===== src/rtl/core/psltrk_pkg.sv =====
// shared types, constants and helpers of the packet sequence loss tracker
`default_nettype none

package psltrk_pkg;

   localparam int unsigned NODES      = 2;
   localparam int unsigned NODE_IDX_W = 1;
   localparam int unsigned SEQ_W      = 32;
   localparam int unsigned CNT_W      = 32;
   localparam int unsigned VERDICT_W  = 3;
   localparam int unsigned CSR_IDX_W  = 8;

   // verdict codes
   localparam logic [VERDICT_W-1:0] VERDICT_FIRST    = 3'd0;
   localparam logic [VERDICT_W-1:0] VERDICT_IN_ORDER = 3'd1;
   localparam logic [VERDICT_W-1:0] VERDICT_GAP      = 3'd2;
   localparam logic [VERDICT_W-1:0] VERDICT_RESTART  = 3'd3;
   localparam logic [VERDICT_W-1:0] VERDICT_MISORDER = 3'd4;

   // configuration register indexes
   localparam logic [CSR_IDX_W-1:0] CSR_RESET_GAP         = 8'd0;
   localparam logic [CSR_IDX_W-1:0] CSR_RESTART_LOW_LIMIT = 8'd1;

   localparam logic [SEQ_W-1:0] RESET_GAP_DEFAULT         = 32'd1000;
   localparam logic [SEQ_W-1:0] RESTART_LOW_LIMIT_DEFAULT = 32'd100;

   typedef struct packed {
      logic             seen;
      logic [SEQ_W-1:0] last_seq;
      logic [CNT_W-1:0] packets;
      logic [CNT_W-1:0] drops;
      logic [CNT_W-1:0] misorders;
      logic [CNT_W-1:0] restarts;
   } node_entry_type;

   typedef struct packed {
      logic [SEQ_W-1:0] reset_gap;
      logic [SEQ_W-1:0] restart_low_limit;
   } cfg_type;

   function automatic logic [CNT_W-1:0] sat_add(input logic [CNT_W-1:0] a,
                                                input logic [CNT_W-1:0] b);
      logic [CNT_W:0] sum;
      sum = {1'b0, a} + {1'b0, b};
      return sum[CNT_W] ? {CNT_W{1'b1}} : sum[CNT_W-1:0];
   endfunction

endpackage

`default_nettype wire


===== src/rtl/core/psltrk_csr.sv =====
// configuration registers of the packet sequence loss tracker
`default_nettype none

module psltrk_csr (
   input  wire logic                             clock,
   input  wire logic                             reset,
   input  wire logic                             csr_valid,
   output logic                                  csr_ready,
   input  wire logic [psltrk_pkg::CSR_IDX_W-1:0] csr_index,
   input  wire logic [psltrk_pkg::SEQ_W-1:0]     csr_wdata,
   output psltrk_pkg::cfg_type                   cfg
);

   logic [psltrk_pkg::SEQ_W-1:0] reset_gap_ff;
   logic [psltrk_pkg::SEQ_W-1:0] restart_low_limit_ff;

   assign csr_ready = 1'b1;

   always_ff @(posedge clock) begin
      if (reset) begin
         reset_gap_ff         <= psltrk_pkg::RESET_GAP_DEFAULT;
         restart_low_limit_ff <= psltrk_pkg::RESTART_LOW_LIMIT_DEFAULT;
      end else if (csr_valid) begin
         case (csr_index)
            psltrk_pkg::CSR_RESET_GAP:         reset_gap_ff         <= csr_wdata;
            psltrk_pkg::CSR_RESTART_LOW_LIMIT: restart_low_limit_ff <= csr_wdata;
            default: ;
         endcase
      end
   end

   assign cfg.reset_gap         = reset_gap_ff;
   assign cfg.restart_low_limit = restart_low_limit_ff;

endmodule

`default_nettype wire


===== src/rtl/core/psltrk_node_file.sv =====
// per-node tracking state with one read and one write port
`default_nettype none

module psltrk_node_file (
   input  wire logic                              clock,
   input  wire logic                              reset,
   input  wire logic [psltrk_pkg::NODE_IDX_W-1:0] rd_idx,
   output psltrk_pkg::node_entry_type             rd_entry,
   input  wire logic                              wr_en,
   input  wire logic [psltrk_pkg::NODE_IDX_W-1:0] wr_idx,
   input  wire psltrk_pkg::node_entry_type        wr_entry
);

   psltrk_pkg::node_entry_type entry_ff [psltrk_pkg::NODES];

   always_ff @(posedge clock) begin
      if (reset) begin
         for (int i = 0; i < psltrk_pkg::NODES; i++) begin
            entry_ff[i] <= '0;
         end
      end else if (wr_en) begin
         entry_ff[wr_idx] <= wr_entry;
      end
   end

   assign rd_entry = entry_ff[rd_idx];

endmodule

`default_nettype wire


===== src/rtl/core/psltrk_classify.sv =====
// classifies one packet against its node's state and builds the updated state
`default_nettype none

module psltrk_classify (
   input  wire psltrk_pkg::cfg_type               cfg,
   input  wire psltrk_pkg::node_entry_type        cur,
   input  wire logic                              seq_present,
   input  wire logic [psltrk_pkg::SEQ_W-1:0]      seq_number,
   output psltrk_pkg::node_entry_type             upd,
   output logic [psltrk_pkg::VERDICT_W-1:0]       verdict,
   output logic [psltrk_pkg::SEQ_W-1:0]           gap_size
);

   logic [psltrk_pkg::SEQ_W-1:0] next_seq;
   logic [psltrk_pkg::SEQ_W-1:0] seq;
   logic [psltrk_pkg::SEQ_W-1:0] gap;

   assign next_seq = cur.last_seq + 32'd1;
   assign seq      = seq_present ? seq_number : next_seq;
   assign gap      = seq - next_seq;

   always_comb begin
      upd          = cur;
      upd.last_seq = seq;
      gap_size     = '0;
      verdict      = psltrk_pkg::VERDICT_FIRST;
      if (!cur.seen) begin
         // first packet keeps the restart count
         upd.seen      = 1'b1;
         upd.packets   = 32'd1;
         upd.drops     = '0;
         upd.misorders = '0;
      end else begin
         if (seq == next_seq) begin
            verdict = psltrk_pkg::VERDICT_IN_ORDER;
         end else if (seq > next_seq) begin
            if (gap < cfg.reset_gap) begin
               gap_size  = gap;
               upd.drops = psltrk_pkg::sat_add(cur.drops, gap);
               verdict   = psltrk_pkg::VERDICT_GAP;
            end else begin
               upd.restarts = psltrk_pkg::sat_add(cur.restarts, 32'd1);
               verdict      = psltrk_pkg::VERDICT_RESTART;
            end
         end else if (cur.last_seq > cfg.reset_gap && seq < cfg.restart_low_limit) begin
            upd.restarts = psltrk_pkg::sat_add(cur.restarts, 32'd1);
            verdict      = psltrk_pkg::VERDICT_RESTART;
         end else begin
            upd.misorders = psltrk_pkg::sat_add(cur.misorders, 32'd1);
            verdict       = psltrk_pkg::VERDICT_MISORDER;
         end
         upd.packets = psltrk_pkg::sat_add(cur.packets, 32'd1);
      end
   end

endmodule

`default_nettype wire


===== src/rtl/core/packet_sequence_loss_tracker_core.sv =====
// Packet sequence loss tracker, top level.
//
// req channel: one item per received packet. tuser carries node_index (bit 0)
// and seq_present (bit 1); tdata carries the 32-bit seq_number.
// rsp channel: one item per request. tuser carries the 3-bit verdict; tdata
// carries gap_size and the node's packet, drop, misorder and restart counts.
// csr channel: writes reset_gap (index 0) or restart_low_limit (index 1);
// always ready, other indexes are ignored. Write only while the block is idle.
//
// An accepted item is captured in the input register, is classified
// combinationally against its node's state, and lands in the result register
// when the output can advance; the node state is written at that same edge,
// so an item for the same node may follow directly. The block takes one item
// per cycle while the result register is empty or rsp_tready is high.
// When rsp_tready is low the result register holds and the input register
// keeps one more item; req_tready drops only when both are full.
// Reset clears all node state and loads reset_gap 1000, restart_low_limit 100.
`default_nettype none

module packet_sequence_loss_tracker_core (
   input  wire logic                             clock,
   input  wire logic                             reset,
   input  wire logic                             req_tvalid,
   output logic                                  req_tready,
   input  wire logic [31:0]                      req_tdata,  // seq_number
   input  wire logic [1:0]                       req_tuser,  // node_index, seq_present
   output logic                                  rsp_tvalid,
   input  wire logic                             rsp_tready,
   // gap_size, packets_seen, drops_seen, misordered_seen, restarts_seen
   output logic [159:0]                          rsp_tdata,
   output logic [2:0]                            rsp_tuser,  // verdict
   input  wire logic                             csr_valid,
   output logic                                  csr_ready,
   input  wire logic [psltrk_pkg::CSR_IDX_W-1:0] csr_index,
   input  wire logic [31:0]                      csr_wdata
);

   psltrk_pkg::cfg_type cfg;

   logic                                  in_valid_ff;
   logic [psltrk_pkg::NODE_IDX_W-1:0]     in_node_ff;
   logic                                  in_present_ff;
   logic [psltrk_pkg::SEQ_W-1:0]          in_seq_ff;

   logic                                  out_valid_ff;
   logic [psltrk_pkg::VERDICT_W-1:0]      out_verdict_ff;
   logic [psltrk_pkg::SEQ_W-1:0]          out_gap_ff;
   psltrk_pkg::node_entry_type            out_entry_ff;

   logic                                  advance;
   logic                                  fire;
   psltrk_pkg::node_entry_type            cur_entry;
   psltrk_pkg::node_entry_type            upd_entry;
   logic [psltrk_pkg::VERDICT_W-1:0]      verdict;
   logic [psltrk_pkg::SEQ_W-1:0]          gap_size;

   psltrk_csr u_csr (
      .clock     (clock),
      .reset     (reset),
      .csr_valid (csr_valid),
      .csr_ready (csr_ready),
      .csr_index (csr_index),
      .csr_wdata (csr_wdata),
      .cfg       (cfg)
   );

   assign advance    = !out_valid_ff || rsp_tready;
   assign fire       = in_valid_ff && advance;
   assign req_tready = !in_valid_ff || advance;

   always_ff @(posedge clock) begin
      if (reset) begin
         in_valid_ff <= 1'b0;
      end else if (req_tready) begin
         in_valid_ff <= req_tvalid;
      end
   end

   always_ff @(posedge clock) begin
      if (req_tready && req_tvalid) begin
         in_node_ff    <= req_tuser[0];
         in_present_ff <= req_tuser[1];
         in_seq_ff     <= req_tdata;
      end
   end

   psltrk_node_file u_node_file (
      .clock    (clock),
      .reset    (reset),
      .rd_idx   (in_node_ff),
      .rd_entry (cur_entry),
      .wr_en    (fire),
      .wr_idx   (in_node_ff),
      .wr_entry (upd_entry)
   );

   psltrk_classify u_classify (
      .cfg         (cfg),
      .cur         (cur_entry),
      .seq_present (in_present_ff),
      .seq_number  (in_seq_ff),
      .upd         (upd_entry),
      .verdict     (verdict),
      .gap_size    (gap_size)
   );

   always_ff @(posedge clock) begin
      if (reset) begin
         out_valid_ff <= 1'b0;
      end else if (advance) begin
         out_valid_ff <= in_valid_ff;
      end
   end

   always_ff @(posedge clock) begin
      if (fire) begin
         out_verdict_ff <= verdict;
         out_gap_ff     <= gap_size;
         out_entry_ff   <= upd_entry;
      end
   end

   assign rsp_tvalid = out_valid_ff;
   assign rsp_tuser  = out_verdict_ff;
   assign rsp_tdata  = {out_entry_ff.restarts, out_entry_ff.misorders,
                        out_entry_ff.drops, out_entry_ff.packets, out_gap_ff};

endmodule

`default_nettype wire

===== config.mk =====
export PLATFORM = sky130hd
export DESIGN_NAME = packet_sequence_loss_tracker_core
export DESIGN_NICKNAME = d
export VERILOG_FILES = /design/src/rtl/core/psltrk_pkg.sv /design/src/rtl/core/psltrk_csr.sv /design/src/rtl/core/psltrk_node_file.sv /design/src/rtl/core/psltrk_classify.sv /design/src/rtl/core/packet_sequence_loss_tracker_core.sv
export SDC_FILE = /design/constraint.sdc
export NUM_CORES = 1
export LEC_CHECK = 0
export BUFFER_PORTS_ARGS = -buffer_cell sky130_fd_sc_hd__buf_2
export CORE_MARGIN = 3
export CORE_UTILIZATION = 55
export CTS_CLUSTER_DIAMETER = 60
export DETAILED_ROUTE_END_ITERATION = 12
export PLACE_DENSITY = 0.72
export SYNTH_ARGS = -nofsm -noshare
export SYNTH_HDL_FRONTEND = slang
export SYNTH_SLANG_ARGS = --single-unit

===== constraint.sdc =====
create_clock -name clock -period 21.6 [get_ports clock]
set_input_delay 2.16 -clock clock [delete_from_list [all_inputs] [get_ports clock]]
set_output_delay 2.16 -clock clock [all_outputs]
set_load 0.1 [all_outputs]

==> results of run 1 <==
[final cells by class]
class                           count  area (um2)
Clock buffer                       74        1638
Fill cell                        4722       21650
Clock inverter                     41       447.9
Inverter                          227       857.1
Timing Repair Buffer              271        1426
Sequential cell                   586       16910
Tap cell                          765       957.2
Multi-Input combinational cell   2244       14470
[path summary, 6_finish.rpt]
check	startpoint	end	slack, ns	depth (start not counted)
hold reg to reg	u_csr.reset_gap_ff[31]	u_csr.reset_gap_ff[31]	0.46	2
setup / recovery	register	u_node_file.entry_ff[0][14]	11.31	35
hold / removal	u_csr.reset_gap_ff[31]	u_csr.reset_gap_ff[31]	0.46	2
setup reg to reg	register	u_node_file.entry_ff[0][14]	11.31	35
[state kept, by name, summed over array words and instances (netlist names), named ones only]
register                    cells
u_csr.reset_gap_ff             32
rsp_tuser                       3
rsp_tvalid                      1
u_node_file.entry_ff          322
in_node_ff                      1
out_gap_ff                     32
in_valid_ff                     1
in_present_ff                   1
rsp_tdata                     128
in_seq_ff                      32
u_csr.restart_low_limit_ff     32
[synth_stat cells, types with 17 or more instances]
master	instances
a211oi_1	17
a21o_1	78
a21oi_1	190
a32o_1	18
and2_1	43
and3_1	32
buf_2	19
clkbuf_1	93
dfxtp_1	69
edfxtp_1	517
ha_1	162
inv_1	227
mux2_2	72
mux2i_1	93
nand2_1	273
nand2b_1	30
nand3_1	75
nand4_1	39
nor2_1	459
nor2b_1	54
nor3_1	94
o211ai_1	18
o21a_1	34
o21ai_0	99
o31ai_1	17
or3_1	23
xnor2_1	69
xor2_1	34
[metal layers]
metal,part of all wire (%),track usage [%],wire length (um)
met1,43,38.45,38400
met3,7.3,3.489,6422
met2,46,44.32,40660
met4,3.3,8.917,2899
met5,0,0,0
[logic make-up after synthesis]
family	share of synthesized area (%)
xor+xnor	2.750
compound gates	12.32
fa+ha+maj	6.300
mux	5.354
simple gates	17.18
buf+inv	4.550
other cells	0.01143
flops	51.53
[metrics by stage]
step / hold WS, ns / power (mW) / setup WS (ns) / instances
floorplan: 0.4304 / 1.957 / 12.19 / 3197
global placement: 0.4440 / 2.129 / 11.73 / 4093
detailed placement: 0.4496 / 2.144 / 11.48 / 4093
CTS: 0.4579 / 3.221 / 11.42 / 4208
global route: 0.4770 / 3.349 / 10.43 / 4208
finish: 0.4566 / 3.213 / 11.31 / 4208
[power breakdown]
part / total, mW / switching [mW] / internal, mW
Clock: 1.08 / 0.469 / 0.609
Sequential: 1.31 / 0.0246 / 1.29
Combinational: 0.825 / 0.564 / 0.261
[tightest hold or removal path, stage by stage, from the launching register on]
cell and delay (ns):
dfxtp_1 0.31, nand2_1 0.05, a21oi_1 0.05
==> results.toml, run 1 <==
[run_status]
status = "finished, final reports clean"

[job]
cap_violations = 0

[sta]
fmax_mhz = 97.19
slew-limit-headroom_pct = 24.46
fin_crit_ns = 10.29
rsz0062_at_grt = "no"
finalCritPeriodShare_pct = 47.64
skew_ns = 0.02468
report.final.slew_viol_count = 0
finalHoldViolations = 0
worst_pin_slew_ns = 1.128
setup_violations = 0
fin_tns_setup_ns = 0

[place]
hpwl_um = 61160
gp_congestion = 0.9523
place_area_um2 = 34620
port_buffers = 243

[worst_setup_path]
cp.arrival_ns = 10.74
crit_fanout = 69
critPathRequiredTime_ns = 22.05
max_stage_delay_ns = 1.05
cp_top_family = "compound AO/OA/AOI/OAI gates"
worstPathBufferInverterCount = 4
crit_type = "reg -> reg"
start_kind = "register"
end_kind = "register"
cpMostUsedCell = "a21o_1"
crit_slowest_cell = "dfxtp_4"

[synthesis]
synth_fp_nets = 3440
netlist_area_um2 = 32810
syn_inst = 3197
ys_ff_latch = 586
ys_seq_area_share_pct = 51.53
synth.distinct_cells = 93
ys.warnings.count = 0
syn_area_per_cell_um2 = 10.26
synth_edf_count = 517
synthArstFlopShare_pct = 0
synth_top_area_share_pct = 47.32
yosysTopAreaCell = "edfxtp_1"
synth_area_leaders = "edfxtp_1, ha_1, nor2_1, dfxtp_1, nand2_1"
ys.flop_type = "edfxtp_1"

[cts]
cts_tree = "yes"
post-cts-setup-buffers = 0
cts_made_buffers = 61
clkLatencyLatePin_ns = 0.64
cts_buffer_depth = 3
clock-sinks = 586
ctsResizeCount = 0
cts_root_buf = "clkbuf_16"
cts-htree-levels = 2
path_clk_slew_ns = 0.07
ctsHoldBuffers = 0

[drt]
wl_per_cell_um = 21.00
route.antenna.remaining_nets = 0
firstDrtPassIters = 5
totalWireLength_um = 88390
drt_iter0_markers = 2183
viasPerCell = 6.019
route.vias.total = 25330
drc = 0

[cells_and_area]
diodes = 0
stdcell_area_um2 = 36700
mostFrequentLayoutCell = "edfxtp_1"
drive_gt1_share_pct = 14.41
synthToLayoutAreaGrowth_pct = 11.88
nets = 3634
final_cell_mix = "edfxtp_1, nor2_1, nand2_1, buf_2, inv_1"
fin_util_pct = 62.90

[die]
dieHeight_um = 250.2
start_util_pct = 56.22
die-area_um2 = 62620
core_area_um2 = 58360
io_pins = 245
rows = 88
die_x_um = 250.2

[grt]
antenna_found_initial = 1
grt_pass1_wl_um = 137100
grt-ovfl-total = 0
grt_usage_pct = 27.36
grt_max_degree = 96
grt_pass1_vias = 24860

[pwr]
p_leak_nw = 14.52
ir_drop_mv = 0.1041
power_density_nw_per_um2 = 87.54

[worst_hold_path]
hold_class = "reg -> reg"
Note: power is estimated with default switching activity, not from simulation.
==> run 2: changes to the inputs <==
clock period = 9.65 ns   (was 21.6 ns; I/O delays follow)
==> results.toml, run 2 (synthesized netlist as in run 1, its figures left out) <==
[run_status]
status = "finished, final reports clean"

[worst_setup_path]
crit_type = "reg -> reg"
crit_slowest_cell = "dfxtp_4"
r2r_slack_ns = 0.71
cp.arrival_ns = 9.26
rr_worst_depth = 32
crit_fanout = 32
start_kind = "register"
r2r-end = "u_node_file.entry_ff[1][22]"
end_kind = "register"
crit_end = "u_node_file.entry_ff[1][22]"
max_stage_delay_ns = 0.54
critPathRequiredTime_ns = 9.97

[pwr]
p_switching_mw = 2.391
p_leak_nw = 14.72
switching_share_pct = 31.94
power_density_nw_per_um2 = 202.2
power_frac_clock_pct = 36.1
ir_drop_mv = 0.1409
combPwrFrac_pct = 24.8
p_int_mw = 5.094
seq_power_share_pct = 39.1

[cells_and_area]
nets = 3645
synthToLayoutAreaGrowth_pct = 12.84
largest_reg_flops = 322
fillCellCount = 4798
drive_gt1_share_pct = 14.88
regMostFlops = "u_node_file.entry_ff"
mostFrequentLayoutCell = "edfxtp_1"
final_cell_mix = "edfxtp_1, nor2_1, nand2_1, buf_2, inv_1"

[sta]
slew-limit-headroom_pct = 18.62
setup_violations = 0
finalCritPeriodShare_pct = 92.65
report.final.slew_viol_count = 0
skew_ns = 0.02205
rsz0062_at_grt = "no"
fmax_mhz = 111.9
finalHoldViolations = 0
worst_slack_ns = 0.7095
fin_tns_setup_ns = 0
worst_pin_slew_ns = 1.216
fin_crit_ns = 8.940

[cts]
ctsHoldBuffers = 0
post-cts-setup-buffers = 0
clkLatencyLatePin_ns = 0.61
cts_buffer_depth = 3
cts_made_buffers = 67
cts_root_buf = "clkbuf_16"
path_clk_slew_ns = 0.06
cts-htree-levels = 3
cts_tree = "yes"
clock-sinks = 586

[drt]
route.vias.total = 25440
route.antenna.remaining_nets = 0
totalWireLength_um = 88180
drt_iter0_markers = 2273
drc = 0
wl_per_cell_um = 20.90
viasPerCell = 6.027
firstDrtPassIters = 6

[die]
die-area_um2 = 62620
io_pins = 245
dieHeight_um = 250.2
core_area_um2 = 58360
start_util_pct = 56.22
die_x_um = 250.2
rows = 88

[place]
port_buffers = 243
gp_congestion = 0.9719
hpwl_um = 61500
post-place-ws_ns = 0.6530

[grt]
antenna_found_initial = 2
grt-ovfl-total = 0
grt_max_degree = 113
grt_usage_pct = 27.69
grt_pass1_wl_um = 138600
grt_pass1_vias = 25310

[job]
cap_violations = 0

[worst_hold_path]
hold_class = "reg -> reg"
==> run 2: how the worst min path moves through the flow <==
stage                                         startpoint                              to  slack [ns]  cells past startpoint
after global placement      u_node_file.entry_ff[1][160]    u_node_file.entry_ff[1][160]        0.44                      2
after detailed placement          u_csr.reset_gap_ff[19]          u_csr.reset_gap_ff[19]        0.45                      2
after global routing              u_csr.reset_gap_ff[18]          u_csr.reset_gap_ff[18]        0.48                      2
final                     u_csr.restart_low_limit_ff[23]  u_csr.restart_low_limit_ff[23]        0.46                      2
after CTS                         u_csr.reset_gap_ff[19]          u_csr.reset_gap_ff[19]        0.45                      2
after floorplan             u_node_file.entry_ff[1][160]    u_node_file.entry_ff[1][160]        0.43                      2
==> run 2: per-stage QoR <==
step / util (%) / hold WS, ns / cells / power (mW) / cell area (um2)
4_1_cts: 63.41 / 0.4546 / 4219 / 7.505 / 37010
3_3_place_gp: 59.39 / 0.4399 / 4098 / 4.767 / 34660
2_1_floorplan: - / 0.4304 / 3197 / 4.380 / 32810
3_5_place_dp: 59.39 / 0.4468 / 4098 / 4.801 / 34660
5_1_grt: 63.44 / 0.4767 / 4219 / 7.808 / 37020
6_report: 63.44 / 0.4552 / 4220 / 7.485 / 37020
==> run 2: routing by layer <==
| metal | routed length (um) | GRT usage, % | vias up | share of wire (%) |
|---|---|---|---|---|
| met2 | 41030 | 44.96 | 1029 | 47 |
| met4 | 2939 | 9.758 | 2 | 3.3 |
| li1 | - | - | 11940 | - |
| met3 | 6774 | 4.870 | 185 | 7.7 |
| met5 | 7 | 0 | - | 0.0079 |
| met1 | 37430 | 37.62 | 12280 | 42 |
==> run 2: worst max-delay path: cells and delay by family (launching register included) <==
kind                     cells  cell delay [ns]
AO/OA/AOI/OAI               12             3.45
XOR/XNOR                     1             0.16
adder cells (fa/ha/maj)      2             0.66
AND/OR/NAND/NOR             14             2.93
flip-flops                   1             0.54
buffers and inverters        3             0.89
==> run 2: timing repair <==
item | in CTS | in global routing
setup endpoints to repair | 0 | 68
endpoints found under the hold margin | 0 | 0
gates resized for setup | 0 | 3
==> run 2: final cells by class <==
| cell class | instances | area [um2] | area share [%] |
|---|---|---|---|
| clock inverter | 47 | 583.1 | 1.575 |
| sequential | 586 | 16910 | 45.68 |
| timing repair buffer | 276 | 1464 | 3.954 |
| inverter | 227 | 857.1 | 2.315 |
| clock buffer | 74 | 1767 | 4.772 |
| multi-input combinational | 2244 | 14480 | 39.12 |
| tap | 765 | 957.2 | 2.585 |
| antenna | 1 | 2.502 | 0.006759 |
==> run 2: power groups by stage <==
stage	logic [mW]	clock network [mW]	registers, mW
4_1_cts	1.84	2.74	2.92
5_1_grt	2.03	2.85	2.93
3_5_place_dp	1.82	0	2.98
3_3_place_gp	1.79	0	2.97
6_report	1.86	2.70	2.92
2_1_floorplan	1.17	0	3.21
